==> config.mk <==
export PLATFORM = sky130hd
export DESIGN_NAME = path_expression_tokenizer
export DESIGN_NICKNAME = d
export VERILOG_FILES = /design/src/rtl/pet_pkg.sv /design/src/rtl/path_expression_tokenizer.sv
export SDC_FILE = /design/constraint.sdc
export NUM_CORES = 1
export LEC_CHECK = 0
export BUFFER_PORTS_ARGS = -buffer_cell sky130_fd_sc_hd__buf_4
export CORE_ASPECT_RATIO = 1.5
export CORE_MARGIN = 2
export CORE_UTILIZATION = 36
export DETAILED_ROUTE_END_ITERATION = 7
export HOLD_SLACK_MARGIN = 0.12
export SLEW_MARGIN = 10
export SYNTH_ARGS = -nofsm -noshare
export SYNTH_HDL_FRONTEND = slang
export SYNTH_SLANG_ARGS = --single-unit
==> constraint.sdc <==
create_clock -name clk -period 5.8 [get_ports clk]
set_clock_uncertainty 0.05 [all_clocks]
set_input_delay 0.58 -clock clk [delete_from_list [all_inputs] [get_ports clk]]
set_output_delay 0.58 -clock clk [all_outputs]
set_load 0.05 [all_outputs]
==> src/rtl/pet_pkg.sv <==
// Package for the path expression tokenizer: lexer modes, token kinds,
// error codes, result record and byte class functions.
// No dependencies; imported by the tokenizer and its checker.
package pet_pkg;

    localparam int POS_BITS_DEFAULT = 16;
    localparam int TOK_W            = 16;
    localparam int RES_DEPTH        = 4;
    localparam int RES_PTR_W        = $clog2(RES_DEPTH);
    localparam int RES_CNT_W        = $clog2(RES_DEPTH + 1);

    localparam logic [TOK_W-1:0] LEN_MAX = {TOK_W{1'b1}};

    localparam logic [7:0] CH_NUL       = 8'h00;
    localparam logic [7:0] CH_X         = 8'h78;
    localparam logic [7:0] CH_DOT       = 8'h2E;
    localparam logic [7:0] CH_UNDERSCORE = 8'h5F;
    localparam logic [7:0] CH_BACKSLASH = 8'h5C;
    localparam logic [7:0] CH_DQUOTE    = 8'h22;
    localparam logic [7:0] CH_SQUOTE    = 8'h27;

    typedef enum logic [3:0] {
        MODE_IDLE     = 4'd0,
        MODE_SPACE    = 4'd1,
        MODE_IDENT    = 4'd2,
        MODE_NUM_INT  = 4'd3,
        MODE_NUM_FRAC = 4'd4,
        MODE_STR      = 4'd5,
        MODE_ESC      = 4'd6,
        MODE_HEX      = 4'd7,
        MODE_DISCARD  = 4'd8
    } mode_t;

    typedef enum logic [2:0] {
        KIND_SPACE  = 3'd0,
        KIND_IDENT  = 3'd1,
        KIND_NUMBER = 3'd2,
        KIND_STRING = 3'd3,
        KIND_PUNCT  = 3'd4,
        KIND_OTHER  = 3'd5,
        KIND_ERROR  = 3'd6
    } kind_t;

    typedef enum logic [1:0] {
        ERR_NONE      = 2'd0,
        ERR_UNCLOSED  = 2'd1,
        ERR_ESC_END   = 2'd2,
        ERR_HEX_EMPTY = 2'd3
    } err_t;

    typedef struct packed {
        kind_t             kind;
        logic [TOK_W-1:0]  start;
        logic [TOK_W-1:0]  length;
        err_t              err;
        logic              run_last;
        logic              done;
    } res_t;

    function automatic logic is_space(input logic [7:0] c);
        return (c == 8'h20) || (c >= 8'h09 && c <= 8'h0D);
    endfunction

    function automatic logic is_digit(input logic [7:0] c);
        return (c >= 8'h30) && (c <= 8'h39);
    endfunction

    function automatic logic is_alpha(input logic [7:0] c);
        return ((c >= 8'h61) && (c <= 8'h7A)) || ((c >= 8'h41) && (c <= 8'h5A));
    endfunction

    function automatic logic is_id_start(input logic [7:0] c);
        return is_alpha(c) || (c == CH_UNDERSCORE) || c[7];
    endfunction

    function automatic logic is_id_cont(input logic [7:0] c);
        return is_id_start(c) || is_digit(c);
    endfunction

    function automatic logic is_hex(input logic [7:0] c);
        return is_digit(c) || ((c >= 8'h61) && (c <= 8'h66))
            || ((c >= 8'h41) && (c <= 8'h46));
    endfunction

    function automatic logic is_punct(input logic [7:0] c);
        return (c >= 8'h21) && (c <= 8'h7E) && !is_alpha(c) && !is_digit(c);
    endfunction

endpackage

==> src/rtl/path_expression_tokenizer.sv <==
// Path expression tokenizer: byte stream in, tokens out.
// Depends on pet_pkg (modes, kinds, result record, byte classes).
//
// The tokenizer takes one byte per clock and reports tokens as kind, start
// offset and length. Whitespace runs, identifiers and numbers are reported
// when the first byte that cannot continue them arrives or when the stream
// ends (zero byte or a byte flagged last); punctuation and other single
// bytes on their own byte; strings on their closing quote. One byte causes
// up to two tokens. Each accepted byte is classified combinationally;
// the lexer state and the byte's tokens are registered on the edge that
// takes it, the tokens into a four-entry result queue. The input side
// stalls only while fewer than two queue entries are free, which at one
// token per byte on average keeps a steady rate of one byte per cycle as
// long as the consumer drains one token per cycle. After an error the rest
// of the stream up to its end marker is dropped without results. The
// skip_space register (write port cfg_valid/cfg_ready) hides whitespace
// tokens; write it only while the block is idle.
module path_expression_tokenizer #(
    parameter int POS_BITS = pet_pkg::POS_BITS_DEFAULT
) (
    input  logic                     clk,
    input  logic                     rst_n,
    // configuration write request
    input  logic                     cfg_valid,
    output logic                     cfg_ready,
    input  logic                     skip_space,
    // byte request
    input  logic                     in_valid,
    output logic                     in_ready,
    input  logic [7:0]               char_byte,
    input  logic                     last,
    // token request
    output logic                     out_valid,
    input  logic                     out_ready,
    output logic [2:0]               token_kind,
    output logic [pet_pkg::TOK_W-1:0] token_start,
    output logic [pet_pkg::TOK_W-1:0] token_length,
    output logic [1:0]               error_code,
    output logic                     run_last,
    output logic                     stream_done
);
    import pet_pkg::*;

    // Lexer state
    mode_t                mode_reg,  mode_next;
    logic                 qd_reg,    qd_next;
    logic                 edc_reg,   edc_next;
    logic [POS_BITS-1:0]  begin_reg, begin_next;
    logic [POS_BITS-1:0]  pos_reg,   pos_next;
    logic [TOK_W-1:0]     cnt_reg,   cnt_next;
    logic                 skip_reg;

    // State after the byte itself, before any stream end
    mode_t                proc_mode;
    logic                 proc_qd;
    logic                 proc_edc;
    logic [POS_BITS-1:0]  proc_begin;
    logic [TOK_W-1:0]     proc_cnt;
    logic                 close_fire;
    logic                 start_fire;
    logic                 str_fire;
    logic                 hexerr_fire;

    logic                 accept;
    logic                 byte_live;
    logic                 end_now;
    logic [POS_BITS-1:0]  pos_inc;
    logic [POS_BITS-1:0]  end_pos;
    logic [TOK_W-1:0]     cnt_bump;
    mode_t                eff_mode;
    logic [7:0]           quote_ch;

    // Result candidates: pending close, byte's own token, stream end
    res_t                 res_a, res_b, res_c;
    logic                 va, vb, vc;
    res_t                 out0, out1;
    logic                 v0, v1;

    // Result queue
    res_t                 q_mem_reg [RES_DEPTH];
    logic [RES_PTR_W-1:0] wr_ptr_reg, rd_ptr_reg;
    logic [RES_CNT_W-1:0] q_cnt_reg;
    logic                 pop;
    logic [1:0]           n_push;

    assign cfg_ready = 1'b1;
    assign in_ready  = (q_cnt_reg <= RES_CNT_W'(RES_DEPTH - 2));
    assign accept    = in_valid && in_ready;
    assign end_now   = (char_byte == CH_NUL) || last;
    assign byte_live = (char_byte != CH_NUL) && (mode_reg != MODE_DISCARD);
    assign pos_inc   = pos_reg + POS_BITS'(1);
    assign end_pos   = (char_byte == CH_NUL) ? pos_reg : pos_inc;
    assign cnt_bump  = (cnt_reg == LEN_MAX) ? cnt_reg : cnt_reg + TOK_W'(1);
    assign quote_ch  = qd_reg ? CH_DQUOTE : CH_SQUOTE;

    // A non-hex byte after one hex digit closes the escape and is then
    // handled as a plain string byte.
    assign eff_mode = (mode_reg == MODE_HEX && !is_hex(char_byte) && edc_reg)
                    ? MODE_STR : mode_reg;

    // Next state for the byte itself
    always_comb
    begin
        proc_mode   = mode_reg;
        proc_qd     = qd_reg;
        proc_edc    = edc_reg;
        proc_begin  = begin_reg;
        proc_cnt    = cnt_reg;
        close_fire  = 1'b0;
        start_fire  = 1'b0;
        str_fire    = 1'b0;
        hexerr_fire = 1'b0;
        if (byte_live)
        begin
            unique case (eff_mode)
                MODE_IDLE:
                begin
                    start_fire = 1'b1;
                end
                MODE_SPACE:
                begin
                    if (is_space(char_byte)) proc_cnt = cnt_bump;
                    else
                    begin
                        close_fire = 1'b1;
                        start_fire = 1'b1;
                    end
                end
                MODE_IDENT:
                begin
                    if (is_id_cont(char_byte)) proc_cnt = cnt_bump;
                    else
                    begin
                        close_fire = 1'b1;
                        start_fire = 1'b1;
                    end
                end
                MODE_NUM_INT:
                begin
                    if (is_digit(char_byte)) proc_cnt = cnt_bump;
                    else if (char_byte == CH_DOT)
                    begin
                        proc_cnt  = cnt_bump;
                        proc_mode = MODE_NUM_FRAC;
                    end
                    else
                    begin
                        close_fire = 1'b1;
                        start_fire = 1'b1;
                    end
                end
                MODE_NUM_FRAC:
                begin
                    if (is_digit(char_byte)) proc_cnt = cnt_bump;
                    else
                    begin
                        close_fire = 1'b1;
                        start_fire = 1'b1;
                    end
                end
                MODE_STR:
                begin
                    proc_cnt  = cnt_bump;
                    proc_edc  = 1'b0;
                    proc_mode = MODE_STR;
                    if (char_byte == quote_ch)
                    begin
                        str_fire  = 1'b1;
                        proc_mode = MODE_IDLE;
                    end
                    else if (char_byte == CH_BACKSLASH)
                        proc_mode = MODE_ESC;
                end
                MODE_ESC:
                begin
                    proc_cnt = cnt_bump;
                    if (char_byte == CH_X)
                    begin
                        proc_mode = MODE_HEX;
                        proc_edc  = 1'b0;
                    end
                    else
                        proc_mode = MODE_STR;
                end
                MODE_HEX:
                begin
                    if (is_hex(char_byte))
                    begin
                        proc_cnt = cnt_bump;
                        if (edc_reg)
                        begin
                            proc_mode = MODE_STR;
                            proc_edc  = 1'b0;
                        end
                        else
                            proc_edc = 1'b1;
                    end
                    else
                    begin
                        hexerr_fire = 1'b1;
                        proc_mode   = MODE_DISCARD;
                    end
                end
                default:
                begin
                    proc_mode = mode_reg;
                end
            endcase

            if (start_fire)
            begin
                proc_begin = pos_reg;
                proc_cnt   = TOK_W'(1);
                priority if (is_space(char_byte))    proc_mode = MODE_SPACE;
                else if (is_id_start(char_byte))     proc_mode = MODE_IDENT;
                else if (is_digit(char_byte))        proc_mode = MODE_NUM_INT;
                else if (char_byte == CH_DOT)        proc_mode = MODE_NUM_FRAC;
                else if (char_byte == CH_DQUOTE || char_byte == CH_SQUOTE)
                begin
                    proc_mode = MODE_STR;
                    proc_qd   = (char_byte == CH_DQUOTE);
                end
                else                                 proc_mode = MODE_IDLE;
            end
        end
    end

    // Next state including stream end; hold everything unless a byte is taken
    always_comb
    begin
        mode_next  = mode_reg;
        qd_next    = qd_reg;
        edc_next   = edc_reg;
        begin_next = begin_reg;
        cnt_next   = cnt_reg;
        pos_next   = pos_reg;
        if (accept)
        begin
            if (end_now)
            begin
                mode_next  = MODE_IDLE;
                qd_next    = 1'b0;
                edc_next   = 1'b0;
                begin_next = '0;
                cnt_next   = '0;
                pos_next   = '0;
            end
            else
            begin
                mode_next  = proc_mode;
                qd_next    = proc_qd;
                edc_next   = proc_edc;
                begin_next = proc_begin;
                cnt_next   = proc_cnt;
                pos_next   = byte_live ? pos_inc : pos_reg;
            end
        end
    end

    // Result candidates and selection of the first two
    always_comb
    begin
        res_a = '{kind: KIND_SPACE, start: TOK_W'(begin_reg), length: cnt_reg,
                  err: ERR_NONE, run_last: 1'b0, done: 1'b0};
        va    = close_fire && (mode_reg != MODE_SPACE || !skip_reg);
        unique case (mode_reg)
            MODE_IDENT:                 res_a.kind = KIND_IDENT;
            MODE_NUM_INT, MODE_NUM_FRAC: res_a.kind = KIND_NUMBER;
            default:                    res_a.kind = KIND_SPACE;
        endcase

        res_b = '{kind: KIND_OTHER, start: TOK_W'(pos_reg), length: TOK_W'(1),
                  err: ERR_NONE, run_last: 1'b0, done: 1'b0};
        vb    = 1'b0;
        priority if (str_fire)
        begin
            vb           = 1'b1;
            res_b.kind   = KIND_STRING;
            res_b.start  = TOK_W'(begin_reg);
            res_b.length = cnt_bump;
        end
        else if (hexerr_fire)
        begin
            vb           = 1'b1;
            res_b.kind   = KIND_ERROR;
            res_b.length = '0;
            res_b.err    = ERR_HEX_EMPTY;
            res_b.done   = 1'b1;
        end
        else if (start_fire && proc_mode == MODE_IDLE)
        begin
            vb         = 1'b1;
            res_b.kind = is_punct(char_byte) ? KIND_PUNCT : KIND_OTHER;
        end

        res_c = '{kind: KIND_ERROR, start: TOK_W'(proc_begin), length: proc_cnt,
                  err: ERR_NONE, run_last: 1'b0, done: 1'b1};
        vc    = 1'b0;
        if (end_now)
        begin
            unique case (proc_mode)
                MODE_STR:
                begin
                    vc        = 1'b1;
                    res_c.err = ERR_UNCLOSED;
                end
                MODE_ESC:
                begin
                    vc          = 1'b1;
                    res_c.start = TOK_W'(end_pos);
                    res_c.err   = ERR_ESC_END;
                end
                MODE_HEX:
                begin
                    vc = 1'b1;
                    if (proc_edc) res_c.err = ERR_UNCLOSED;
                    else
                    begin
                        res_c.start = TOK_W'(end_pos);
                        res_c.err   = ERR_HEX_EMPTY;
                    end
                end
                MODE_SPACE:
                begin
                    vc         = !skip_reg;
                    res_c.kind = KIND_SPACE;
                end
                MODE_IDENT:
                begin
                    vc         = 1'b1;
                    res_c.kind = KIND_IDENT;
                end
                MODE_NUM_INT, MODE_NUM_FRAC:
                begin
                    vc         = 1'b1;
                    res_c.kind = KIND_NUMBER;
                end
                default:
                begin
                    vc = 1'b0;
                end
            endcase
            if (res_c.kind == KIND_ERROR) res_c.length = '0;
        end

        // Keep the first two candidates in order
        priority if (va)
        begin
            out0 = res_a;
            out1 = vb ? res_b : res_c;
            v1   = vb || vc;
        end
        else if (vb)
        begin
            out0 = res_b;
            out1 = res_c;
            v1   = vc;
        end
        else
        begin
            out0 = res_c;
            out1 = res_c;
            v1   = 1'b0;
        end
        v0 = va || vb || vc;

        // Flag the last result of this byte; at stream end, or on an error token, it also closes the stream
        out0.run_last = !v1;
        out1.run_last = 1'b1;
        out0.done     = out0.done || (end_now && !v1);
        out1.done     = out1.done || end_now;
        out1.done     = out1.done || (out1.kind == KIND_ERROR);
    end

    assign n_push = accept ? ({1'b0, v0} + {1'b0, v1}) : 2'd0;
    assign pop    = out_valid && out_ready;

    // Lexer and configuration registers
    always_ff @(posedge clk or negedge rst_n)
    begin
        if (!rst_n)
        begin
            mode_reg  <= MODE_IDLE;
            qd_reg    <= 1'b0;
            edc_reg   <= 1'b0;
            begin_reg <= '0;
            cnt_reg   <= '0;
            pos_reg   <= '0;
            skip_reg  <= 1'b0;
        end
        else
        begin
            mode_reg  <= mode_next;
            qd_reg    <= qd_next;
            edc_reg   <= edc_next;
            begin_reg <= begin_next;
            cnt_reg   <= cnt_next;
            pos_reg   <= pos_next;
            if (cfg_valid && cfg_ready) skip_reg <= skip_space;
        end
    end

    // Result queue pointers and fill count
    always_ff @(posedge clk or negedge rst_n)
    begin
        if (!rst_n)
        begin
            wr_ptr_reg <= '0;
            rd_ptr_reg <= '0;
            q_cnt_reg  <= '0;
        end
        else
        begin
            wr_ptr_reg <= wr_ptr_reg + RES_PTR_W'(n_push);
            if (pop) rd_ptr_reg <= rd_ptr_reg + RES_PTR_W'(1);
            q_cnt_reg  <= q_cnt_reg + RES_CNT_W'(n_push) - RES_CNT_W'(pop);
        end
    end

    // Result queue storage
    always_ff @(posedge clk)
    begin
        if (accept && v0) q_mem_reg[wr_ptr_reg] <= out0;
        if (accept && v1) q_mem_reg[wr_ptr_reg + RES_PTR_W'(1)] <= out1;
    end

    assign out_valid    = (q_cnt_reg != '0);
    assign token_kind   = q_mem_reg[rd_ptr_reg].kind;
    assign token_start  = q_mem_reg[rd_ptr_reg].start;
    assign token_length = q_mem_reg[rd_ptr_reg].length;
    assign error_code   = q_mem_reg[rd_ptr_reg].err;
    assign run_last     = q_mem_reg[rd_ptr_reg].run_last;
    assign stream_done  = q_mem_reg[rd_ptr_reg].done;

endmodule

# --- Yosys cells after proc, flatten, opt, wreduce, memory -nomap -nowiden ---
# Memories as Yosys holds them, arrays and structs flattened.
# Cells that the tools add are included.
totals:
  ramBits: 156
  out_inout_bits: 42
  word_cells: 220
  mem_count: 1
  register_bits: 62
  in_bits: 15
classes:
  add_sub_neg: 8
  reduce_logical: 54
  n_mux: 99
  eq_ne: 35
  order_cmp: 13
mem_list:
  columns: ["memory", "depth", "word_bits", "read_ports", "rd_ports_with_merged_regs", "wr", "line_no", "text"]
  rows:
  - ["q_mem_reg", 4, 39, 1, 0, 2, "path_expression_tokenizer.sv:80", "res_t q_mem_reg [RES_DEPTH];"]
op_table:
  columns: ["op", "count"]
  rows:
  - ["$mux 16", 20]
  - ["$mux 39", 3]
  - ["$pmux 16 s6", 1]
  - ["$mux 1", 41]
  - ["$eq 4x3->1 const B", 10]
  - ["$le 8x7->1 const B", 5]
  - ["$mux 37", 1]
  - ["$add 16x1->16 const B", 2]
  - ["$eq 8x6->1 const B", 4]
  - ["$mux 4", 8]
  - ["$pmux 16 s2", 1]
  - ["$mux 3", 10]
  - ["$eq 4x2->1 const B", 6]
  - ["$eq 8x7->1 const B", 3]
  - ["$logic_and 1x1->1", 19]
  - ["$eq 16x16->1 const B", 1]
  - ["$ge 8x6->1 const B", 2]
  - ["$ge 8x7->1 const B", 2]
  - ["$logic_or 1x1->1", 16]
  - ["$pmux 4 s4", 1]
  - ["$mux 2", 6]
  - ["$pmux 3 s3", 1]
  - ["$eq 4x1->1 const B", 2]
  - ["$eq 8x6->1", 1]
  - ["29 further kinds", 43]

# --- Depth between registers and ports, before layout ---
# Gate-level depths: netlist of run 1.
depth:
  ltp_word: 24
  ltp_mapped: 20
  depth_no_buf: 17

# --- Worst setup path after synthesis of run 1 ---
# Ideal clock, no wire load.
synth_timing:
  path_kind: "input port to flip-flop"
  start: "in char_byte[6]"
  end: "mem q_mem_reg[0][0] (netlist name) (enable)"
  setup_ns: 0.396
  arrival_ns: 3.854
  path_slack_ns: 1.500
  cell_stages: 13
  n_path_buf: 3
  path_cell_list: "buf_4 nor3b_4 o2111ai_1 a222oi_1 a21boi_1 mux2i_1 a22oi_2 buf_6 a211oi_1 a21oi_4 nand4_2 buf_2 nand2_1"
synth_rtl:
  columns: ["item", "line_no", "text"]
  rows:
  - ["start, declared", "path_expression_tokenizer.sv:30", "input logic [7:0] char_byte,"]
  - ["end, declared", "path_expression_tokenizer.sv:80", null]

# --- Final worst setup path of run 1 ---
layout_timing:
  start: "reg mode_reg[2]"
  end: "reg q_cnt_reg[2]"
layout_between:
  elab_chain_len: 20
  word_cells_on_any_way: 57
  cone_classes: "3 x add/sub; 17 x eq/ne; 25 x mux; 12 x reduce/logical"
layout_rtl:
  columns: ["item", "line_no", "text"]
  rows:
  - ["start, declared", "path_expression_tokenizer.sv:45", "mode_t mode_reg, mode_next;"]
  - ["start signal, assigned", "path_expression_tokenizer.sv:393", "mode_reg <= mode_next;"]
  - ["branches (longest 16 deep; another with $reduce_or 6->1)", null, null]
  - ["$add 1x1->2 *", "path_expression_tokenizer.sv:375", "assign n_push = accept ? ({1'b0, v0} + {1'b0, v1}) : 2'd0;"]
  - ["$mux 2 *", "path_expression_tokenizer.sv:375", null]
  - ["$add 3x2->3 *", "path_expression_tokenizer.sv:416", "q_cnt_reg <= q_cnt_reg + RES_CNT_W'(n_push) - RES_CNT_W'(pop);"]
  - ["$sub 3x1->3 *", "path_expression_tokenizer.sv:416", null]
  - ["end signal, assigned", "path_expression_tokenizer.sv:416", null]
  - ["end, declared", "path_expression_tokenizer.sv:82", "logic [RES_CNT_W-1:0] q_cnt_reg;"]
# Every way passes the cells marked *. The select of a mux whose other input is x is not followed.
# A chain may end at the register's enable or synchronous reset.

==> impl_metrics.env, run 1 <==
export IMPL_status="completed"
export IMPL_fp_dieH_um=234
export IMPL_synth_cell_types=100
export IMPL_synth_area_leaders="edfxtp_1 (36%), dfrtp_1 (12%), mux4_2 (6.9%)"
export IMPL_clk_pin_slew_ps=70
export IMPL_wl_per_cell_um=22.2
export IMPL_yosys_register_bits=218
export IMPL_synth_edff_count=152
export IMPL_met1_usage=0.264
export IMPL_placed_cell_area_mm2=0.0135
export IMPL_clockBufferDepth=3
export IMPL_p_per_area_mw_per_mm2=482
export IMPL_fmax_mhz=208
export IMPL_post_route_period_util=0.827
export IMPL_largest_reg_flops=156
export IMPL_worstSetupEndpointType="register"
export IMPL_cp_top_family="compound AO/OA/AOI/OAI gates"
export IMPL_worstSetupPathType="register to register"
export IMPL_drtAntennaViolNets=0
export IMPL_cp_depth=18
export IMPL_num_rows=84
export IMPL_drt_iter0_drc=896
export IMPL_met3_usage=0.0189
export IMPL_startpoint_type="register"
export IMPL_worstSkewPairLatency_ps=510
export IMPL_cts_max_level=1
export IMPL_hold_class="input port to asynchronous set/reset pin"
export IMPL_dr_pass1_iters=5
export IMPL_synth_most_common_cell="edfxtp_1"
export IMPL_synth_top_cell_area_share=0.359
export IMPL_p_leak_nw=4.92
export IMPL_met2_usage=0.361
export IMPL_viasPerCell=5.97
export IMPL_cts_made_buffers=21
export IMPL_grt_overflow_total=0
export IMPL_peakVddDrop_v=0.000250
export IMPL_drv_cap=0
export IMPL_syn_nets=1215
export IMPL_required_ps=6140
export IMPL_drcViolationCount=0
export IMPL_cp_num_buf_inv=3
export IMPL_yosysTopAreaCell="edfxtp_1"
export IMPL_pin_count=57
export IMPL_finalHoldViolCount=0
export IMPL_drv_slew=0
export IMPL_stdcell_area_mm2=0.0142
export IMPL_rsz0062_at_grt="no"
export IMPL_ctsHoldBuffers=0
export IMPL_place_hpwl_mm=25.7
export IMPL_relSlewSlack=0.218
export IMPL_wirelength_mm=37.7
export IMPL_r2r_cells=18
export IMPL_port_buffer_count=55
export IMPL_cts_tree="built"
export IMPL_async_flop_share=0.284
export IMPL_gp_congestion=0.884
export IMPL_busiest_layer="met2"
export IMPL_antenna_found_initial=0
export IMPL_ys_flop_type="edfxtp_1"
export IMPL_start_util=0.364
export IMPL_area_delta_synth_final_pct=11.7
export IMPL_crit_chain="or4b_1 -> a31oi_1 -> a21oi_2 -> nand3_2 -> mux2i_1 -> a22oi_2 -> buf_4 -> a211oi_1 -> a21oi_4 -> ha_1 -> nand2_1 -> ha_1 -> inv_1 -> ha_1 -> inv_1 -> fa_1 -> xor2_1 -> xnor2_1"
export IMPL_grt_first_pass_wirelength_mm=58.7
export IMPL_tightest_slew_ps=1170
export IMPL_yosysSeqAreaShare=0.488
export IMPL_cts_root_buf="clkbuf_16"
export IMPL_die_area_mm2=0.0368
export IMPL_crit_path_frequent_cell="ha_1"
export IMPL_cp_arrival_ps=5140
export IMPL_post_route_min_period_ps=4800
export IMPL_vias=10128
export IMPL_cts_resized=0
export IMPL_critical_path_max_fanout=16
export IMPL_tns_ps=0
export IMPL_core_area_mm2=0.0349
export IMPL_final_net_count=1233
export IMPL_avgSynthCellArea_um2=10.7
export IMPL_ys_warn_count=0
export IMPL_setup_viol=0
export IMPL_diodes=0
export IMPL_syn_instance_count=1192
export IMPL_cts_sinks=218
export IMPL_layout_drive_gt1_share=0.195
export IMPL_grt_usage=0.206
export IMPL_slowest_stage="or4b_1"
export IMPL_die_x_um=157
export IMPL_slowest_delay_ps=600
export IMPL_cts_setup_buffers=0
export IMPL_yosys_top_cells_count="edfxtp_1 (152), nor2_1 (109), nand2_1 (100)"
export IMPL_syn_area_mm2=0.0127
export IMPL_grt_max_degree=63
export IMPL_grt_pass1_vias=10092
cell type report:
cell class              count  area (um^2)
clock buffers              24          537
well taps                 473          592
flip-flops and latches    218         6200
clock inverters            13          100
inverters                  15         56.3
multi-input cells         862         6010
fillers                  3443        20700
repair buffers             92          691
cells by family after synthesis:
logic type / Yosys count / share of synthesized area
and+or+nand+nor: 410 / 0.167
buffers and inverters: 112 / 0.0402
other: 1 / 0.000295
adders and majority gates: 8 / 0.00847
DFF: 218 / 0.488
AOI/OAI and AO/OA: 389 / 0.216
muxes: 43 / 0.0724
xor gates and xnor gates: 11 / 0.00758
routing by layer:
layer,up-vias,share of wire
met5,-,0
met1,5041,0.41
met3,63,0.057
met4,0,0.027
li1,4635,-
met2,389,0.51
path summary, 6_finish.rpt:
kind,startpoint,end,slack [ps]
setup / recovery,mode_reg[2],q_cnt_reg[2],1000
setup reg to reg,mode_reg[2],q_cnt_reg[2],1000
min in group clk,cfg_valid,skip_reg,250
max in group asynchronous,rst_n,rd_ptr_reg[1],4890
hold / removal,rst_n,pos_reg[6],120
hold reg to reg,q_mem_reg[3][1],q_mem_reg[3][1],430
where the power goes:
part / internal, mW / switching, mW / total, mW / leakage (nW)
clock network: 0.715 / 0.614 / 1.33 / 0.312
logic: 1.12 / 2.34 / 3.46 / 2.32
registers: 1.86 / 0.193 / 2.05 / 2.29
cell usage in the layout (no fill, tap or decap), drive strengths merged, types with 24 or more instances in the layout:
cell	netlist	layout
dfrtp	62	62
o21ai	81	81
a22o	26	26
mux4	39	39
buf	50	92
o22ai	97	97
nor2	112	112
clkbuf	47	24
and2	37	37
nand3	40	40
a21oi	65	65
nand2	103	103
edfxtp	152	152
per-stage QoR:
stage               cells  setup slack [ps]  hold slack [ps]   util  power (mW)
floorplan            1192              1500              234      -        4.49
global placement     1660              1090              392  0.388        5.49
detailed placement   1660               999              414  0.388        5.53
CTS                  1697              1000              177  0.406        6.86
global route         1697               524              180  0.406        7.16
finish               1697              1000              117  0.406        6.84
Power figures use the tool's default switching activity.
==> run 2, diff against run 1 <==
==> constraint.sdc (replaced) <==
create_clock -name clk -period 4.5 [get_ports clk]
set_clock_uncertainty 0.05 [all_clocks]
set_input_delay 0.45 -clock clk [delete_from_list [all_inputs] [get_ports clk]]
set_output_delay 0.45 -clock clk [all_outputs]
set_load 0.05 [all_outputs]
==> run 2 against run 1 <==
Register-to-register slack lost 710 ps; clock power increased by 35%; via count grew 1.3%; fmax increased by 14%; first-iteration DRC count down 11%; clock-buffer cell count increased by 4; largest cell class unchanged.
==> impl_metrics.env, run 2 (synthesis results as in run 1) <==
export IMPL_crit_chain="or4b_1 -> a31oi_1 -> a21oi_2 -> nand3_2 -> mux2i_1 -> a22oi_2 -> a211oi_1 -> a21oi_4 -> ha_1 -> nand2_1 -> ha_1 -> inv_1 -> ha_1 -> inv_1 -> fa_1 -> xor2_1 -> xnor2_1"
export IMPL_grt_usage=0.209
export IMPL_cts_setup_buffers=0
export IMPL_cts_max_level=1
export IMPL_grt_first_pass_wirelength_mm=59.6
export IMPL_grt_overflow_total=0
export IMPL_p_switching_mw=4.10
export IMPL_die_x_um=157
export IMPL_viasPerCell=5.92
export IMPL_wirelength_mm=38.1
export IMPL_largest_reg_flops=156
export IMPL_gp_congestion=0.914
export IMPL_num_rows=84
export IMPL_drcViolationCount=0
export IMPL_final_cells=1734
export IMPL_worstSetupPathType="register to register"
export IMPL_final_net_count=1269
export IMPL_antenna_found_initial=0
export IMPL_grt_pass1_vias=9918
export IMPL_diodes=0
export IMPL_critical_path_max_fanout=7
export IMPL_drv_slew=0
export IMPL_placed_cell_area_mm2=0.0138
export IMPL_drtAntennaViolNets=0
export IMPL_post_route_min_period_ps=4200
export IMPL_stdcell_area_mm2=0.0145
export IMPL_relSlewSlack=0.242
export IMPL_dr_pass1_iters=5
export IMPL_fin_ws_ps=297
export IMPL_hold_class="input port to register"
export IMPL_dpl_worst_slack_ps=165
export IMPL_startpoint_type="register"
export IMPL_power_mw=9.07
export IMPL_cp_top_family="adder cells"
export IMPL_fmax_mhz=238
export IMPL_final_core_util=0.417
export IMPL_vias=10258
export IMPL_area_delta_synth_final_pct=14.5
export IMPL_status="completed"
export IMPL_wl_per_cell_um=22.0
export IMPL_cp_arrival_ps=4570
export IMPL_tightest_slew_ps=1140
export IMPL_grt_max_degree=63
export IMPL_slowest_delay_ps=570
export IMPL_cts_root_buf="clkbuf_16"
export IMPL_p_sw_frac=0.452
export IMPL_drv_cap=0
export IMPL_p_clk_frac=0.199
export IMPL_core_area_mm2=0.0349
export IMPL_cp_num_buf_inv=2
export IMPL_rsz0062_at_grt="no"
export IMPL_power_frac_comb=0.514
export IMPL_finalHoldViolCount=0
export IMPL_start_util=0.364
export IMPL_pin_count=57
export IMPL_final_cell_mix="edfxtp_1 (152), buf_4 (122), nor2_1 (109), nand2_1 (97), o22ai_1 (96)"
export IMPL_hold_slack_ps=323
export IMPL_slowest_stage="or4b_1"
export IMPL_clk_pin_slew_ps=60
export IMPL_reg2reg_slack_ps=300
export IMPL_peakVddDrop_v=0.000310
export IMPL_worstSetupEndpointType="register"
export IMPL_cts_made_buffers=22
export IMPL_tns_ps=0
export IMPL_cts_sinks=218
export IMPL_fillers=3417
export IMPL_clockBufferDepth=3
export IMPL_port_buffer_count=55
export IMPL_required_ps=4860
export IMPL_cts_tree="built"
export IMPL_dpl_cell_count=1692
export IMPL_post_route_period_util=0.934
export IMPL_die_area_mm2=0.0368
export IMPL_final_common_cell="edfxtp_1"
export IMPL_pwr_share_seq=0.287
export IMPL_regArea_mm2=0.00620
export IMPL_multi_input_area_mm2=0.00601
export IMPL_layout_drive_gt1_share=0.216
export IMPL_drt_iter0_drc=795
export IMPL_setup_viol=0
export IMPL_p_int_mw=4.97
export IMPL_p_per_area_mw_per_mm2=624
export IMPL_crit_path_frequent_cell="ha_1"
export IMPL_p_leak_nw=5.12
export IMPL_place_hpwl_mm=26.4
export IMPL_worstSkewPairLatency_ps=530
export IMPL_fp_dieH_um=234
==> run 2: changes by cell type in the layout (fill, tap and decap cells not counted), sizes merged <==
cell	change
buf	+32
clkbuf	+4
clkinv	-1
dlygate4sd3	+3
inv	-1
==> run 2: worst min-delay path, stage by stage <==
cell and delay (ps):
buf_4 160, or4_1 150, o21ai_0 70
==> run 2: power by group through the flow <==
stage	Sequential (mW)	Combinational [mW]	Clock [mW]
after floorplan	2.52	3.27	0
after global placement	2.63	4.60	0
after detailed placement	2.64	4.63	0
after CTS	2.60	4.65	1.84
after global routing	2.63	4.95	1.91
final	2.60	4.67	1.80
==> run 2: per-layer routing <==
metal / share of wire / GRT usage / vias to the layer above
met5: 0 / 0 / -
met4: 0.038 / 0.0838 / 0
met3: 0.057 / 0.0211 / 85
met2: 0.50 / 0.358 / 421
met1: 0.41 / 0.272 / 5052
li1: - / - / 4700
==> run 2: timing repair <==
action                    4_1_cts  5_1_grt
hold buffers                    3        0
resized for setup               0        0
hold endpoints to repair       63        0
==> run 2: cell type report <==
| class | count | area share |
|---|---|---|
| repair buffers | 127 | 0.0678 |
| inverters | 15 | 0.00387 |
| flip-flops and latches | 218 | 0.426 |
| clock buffers | 28 | 0.0416 |
| well taps | 473 | 0.0407 |
| clock inverters | 11 | 0.00637 |
| multi-input cells | 862 | 0.413 |
==> run 2: final timing paths <==
check | start | endpoint | cells after the start
worst min-delay path | char_byte[0] | qd_reg | 3
worst min register to register | q_mem_reg[2][1] | q_mem_reg[2][1] | 1
max in group asynchronous | rst_n | rd_ptr_reg[1] | 2
min in group asynchronous | rst_n | pos_reg[6] | 2
worst max-delay path | mode_reg[1] | q_cnt_reg[2] | 17
worst max register to register | mode_reg[1] | q_cnt_reg[2] | 17
==> run 3, diff against run 2 <==
--- a/config.mk
+++ b/config.mk
@@ -8,9 +8,11 @@
 export BUFFER_PORTS_ARGS = -buffer_cell sky130_fd_sc_hd__buf_4
 export CORE_ASPECT_RATIO = 1.5
 export CORE_MARGIN = 2
-export CORE_UTILIZATION = 36
+export CORE_UTILIZATION = 50
 export DETAILED_ROUTE_END_ITERATION = 7
 export HOLD_SLACK_MARGIN = 0.12
+export MAX_ROUTING_LAYER = met4
+export PLACE_DENSITY = 0.66
 export SLEW_MARGIN = 10
 export SYNTH_ARGS = -nofsm -noshare
 export SYNTH_HDL_FRONTEND = slang
==> run 3 against run 2 <==
Wire length down 3.2%; via count rose by 1.6%; combinational power is 1% lower; worst hold slack worse by 210 ps; largest power group unchanged.
==> impl_metrics.env, run 3 (synthesis results as in run 1) <==
export IMPL_drcViolationCount=0
export IMPL_cts_sinks=218
export IMPL_min_from="skip_space"
export IMPL_area_delta_synth_final_pct=13.3
export IMPL_gp_congestion=0.967
export IMPL_fp_dieH_um=199
export IMPL_fillers=2158
export IMPL_slowest_delay_ps=560
export IMPL_regArea_mm2=0.00620
export IMPL_die_area_mm2=0.0267
export IMPL_final_cells=1585
export IMPL_wl_per_cell_um=23.3
export IMPL_critical_path_max_fanout=7
export IMPL_rsz0062_at_grt="no"
export IMPL_start_util=0.507
export IMPL_worstSetupEndpointType="register"
export IMPL_layout_drive_gt1_share=0.216
export IMPL_post_route_period_util=0.938
export IMPL_final_net_count=1266
export IMPL_hold_class="input port to register"
export IMPL_die_x_um=134
export IMPL_viasPerCell=6.57
export IMPL_required_ps=4840
export IMPL_timing_critical_path_from="mode_reg[2]"
export IMPL_drv_cap=0
export IMPL_cts_tree="built"
export IMPL_drtAntennaViolNets=0
export IMPL_drv_slew=0
export IMPL_p_leak_nw=5.13
export IMPL_place_hpwl_mm=25.5
export IMPL_clk_pin_slew_ps=70
export IMPL_cp_arrival_ps=4560
export IMPL_worstSkewPairLatency_ps=510
export IMPL_grt_max_degree=63
export IMPL_startpoint_type="register"
export IMPL_p_per_area_mw_per_mm2=630
export IMPL_placed_cell_area_mm2=0.0136
export IMPL_grt_pass1_vias=10177
export IMPL_final_common_cell="edfxtp_1"
export IMPL_core_area_mm2=0.0251
export IMPL_grt_overflow_total=0
export IMPL_crit_path_frequent_cell="ha_1"
export IMPL_grt_usage=0.285
export IMPL_tns_ps=0
export IMPL_cts_made_buffers=21
export IMPL_r2r_start="mode_reg[2]"
export IMPL_largest_reg_flops=156
export IMPL_dpl_cell_count=1546
export IMPL_diodes=0
export IMPL_cts_root_buf="clkbuf_16"
export IMPL_port_buffer_count=55
export IMPL_clockBufferDepth=3
export IMPL_fmax_mhz=237
export IMPL_post_route_min_period_ps=4220
export IMPL_worstSetupPathType="register to register"
export IMPL_relSlewSlack=0.168
export IMPL_multi_input_area_mm2=0.00601
export IMPL_stdcell_area_mm2=0.0144
export IMPL_peakVddDrop_v=0.000395
export IMPL_slowest_stage="or4b_1"
export IMPL_crit_chain="or4b_1 -> a31oi_1 -> a21oi_2 -> nand3_2 -> mux2i_1 -> a22oi_2 -> a211oi_2 -> a21oi_4 -> ha_1 -> nand2_1 -> ha_1 -> inv_1 -> ha_1 -> inv_1 -> fa_1 -> xor2_1 -> xnor2_1"
export IMPL_power_mw=9.07
export IMPL_hold_slack_ps=117
export IMPL_setup_viol=0
export IMPL_drt_iter0_drc=1019
export IMPL_dr_pass1_iters=5
export IMPL_pin_count=57
export IMPL_tightest_slew_ps=1240
export IMPL_vias=10420
export IMPL_num_rows=71
export IMPL_finalHoldViolCount=0
export IMPL_status="completed"
export IMPL_grt_first_pass_wirelength_mm=57.2
export IMPL_antenna_found_initial=0
export IMPL_final_cell_mix="edfxtp_1 (152), buf_4 (120), nor2_1 (109), nand2_1 (97), o22ai_1 (96)"
export IMPL_cts_max_level=1
export IMPL_wirelength_mm=36.9
==> run 3: cell types whose count changed in the layout (fill, tap and decap cells not counted), sizes merged <==
| cell | delta |
|---|---|
| buf | -1 |
| clkbuf | -3 |
| inv | +2 |
| clkinv | -3 |
| dlygate4sd3 | -1 |
| bufinv | +2 |
==> run 3: area by class of cell <==
| type | count | area share |
|---|---|---|
| well taps | 328 | 0.0285 |
| inverters | 15 | 0.00391 |
| clock inverters | 12 | 0.0103 |
| multi-input cells | 862 | 0.418 |
| clock buffers | 25 | 0.0404 |
| flip-flops and latches | 218 | 0.431 |
| repair buffers | 125 | 0.0682 |
==> run 3: path summary, 6_finish.rpt <==
path,endpoint,slack [ps],cells past startpoint
hold / removal,skip_reg,120,3
min in group asynchronous,pos_reg[4],520,2
max in group asynchronous,rd_ptr_reg[0],3230,2
setup / recovery,q_cnt_reg[2],280,17
setup reg to reg,q_cnt_reg[2],280,17
hold reg to reg,q_mem_reg[2][1],420,1
==> run 3: power by group <==
group	total [mW]	internal (mW)	switching [mW]
combinational	4.62	1.55	3.08
clock	1.87	1.10	0.772
sequential	2.57	2.40	0.172
total	9.07	5.05	4.02
==> run 3: layer usage <==
metal / GRT usage / vias to the layer above / share of wire
met1: 0.352 / 5103 / 0.39
met5: - / - / 0
li1: - / 4706 / -
met4: 0.120 / 0 / 0.039
met3: 0.0266 / 106 / 0.064
met2: 0.482 / 505 / 0.50
==> run 3: repair_timing <==
| item | 4_1_cts | 5_1_grt |
|---|---|---|
| gates resized for setup | 0 | 1 |
| setup buffers | 0 | 0 |
| hold buffers | 2 | 0 |
| endpoints found under the setup margin | 0 | 1 |
| hold endpoints to repair | 63 | 0 |
==> run 3: per-stage QoR <==
stage | setup slack (ps) | utilization
CTS | 129 | 0.574
finish | 279 | 0.574
global placement | 231 | 0.544
global route | 27.5 | 0.574
detailed placement | 159 | 0.544
floorplan | 330 | -
==> run 3: critical path, delay by kind of cell (launching register included) <==
family | cells | cell delay [ps]
adder cells (fa/ha/maj) | 4 | 1090
flip-flops | 1 | 470
buffers and inverters | 2 | 110
AO/OA/AOI/OAI | 5 | 1040
AND/OR/NAND/NOR | 3 | 750
multiplexers | 1 | 300
XOR/XNOR | 2 | 290
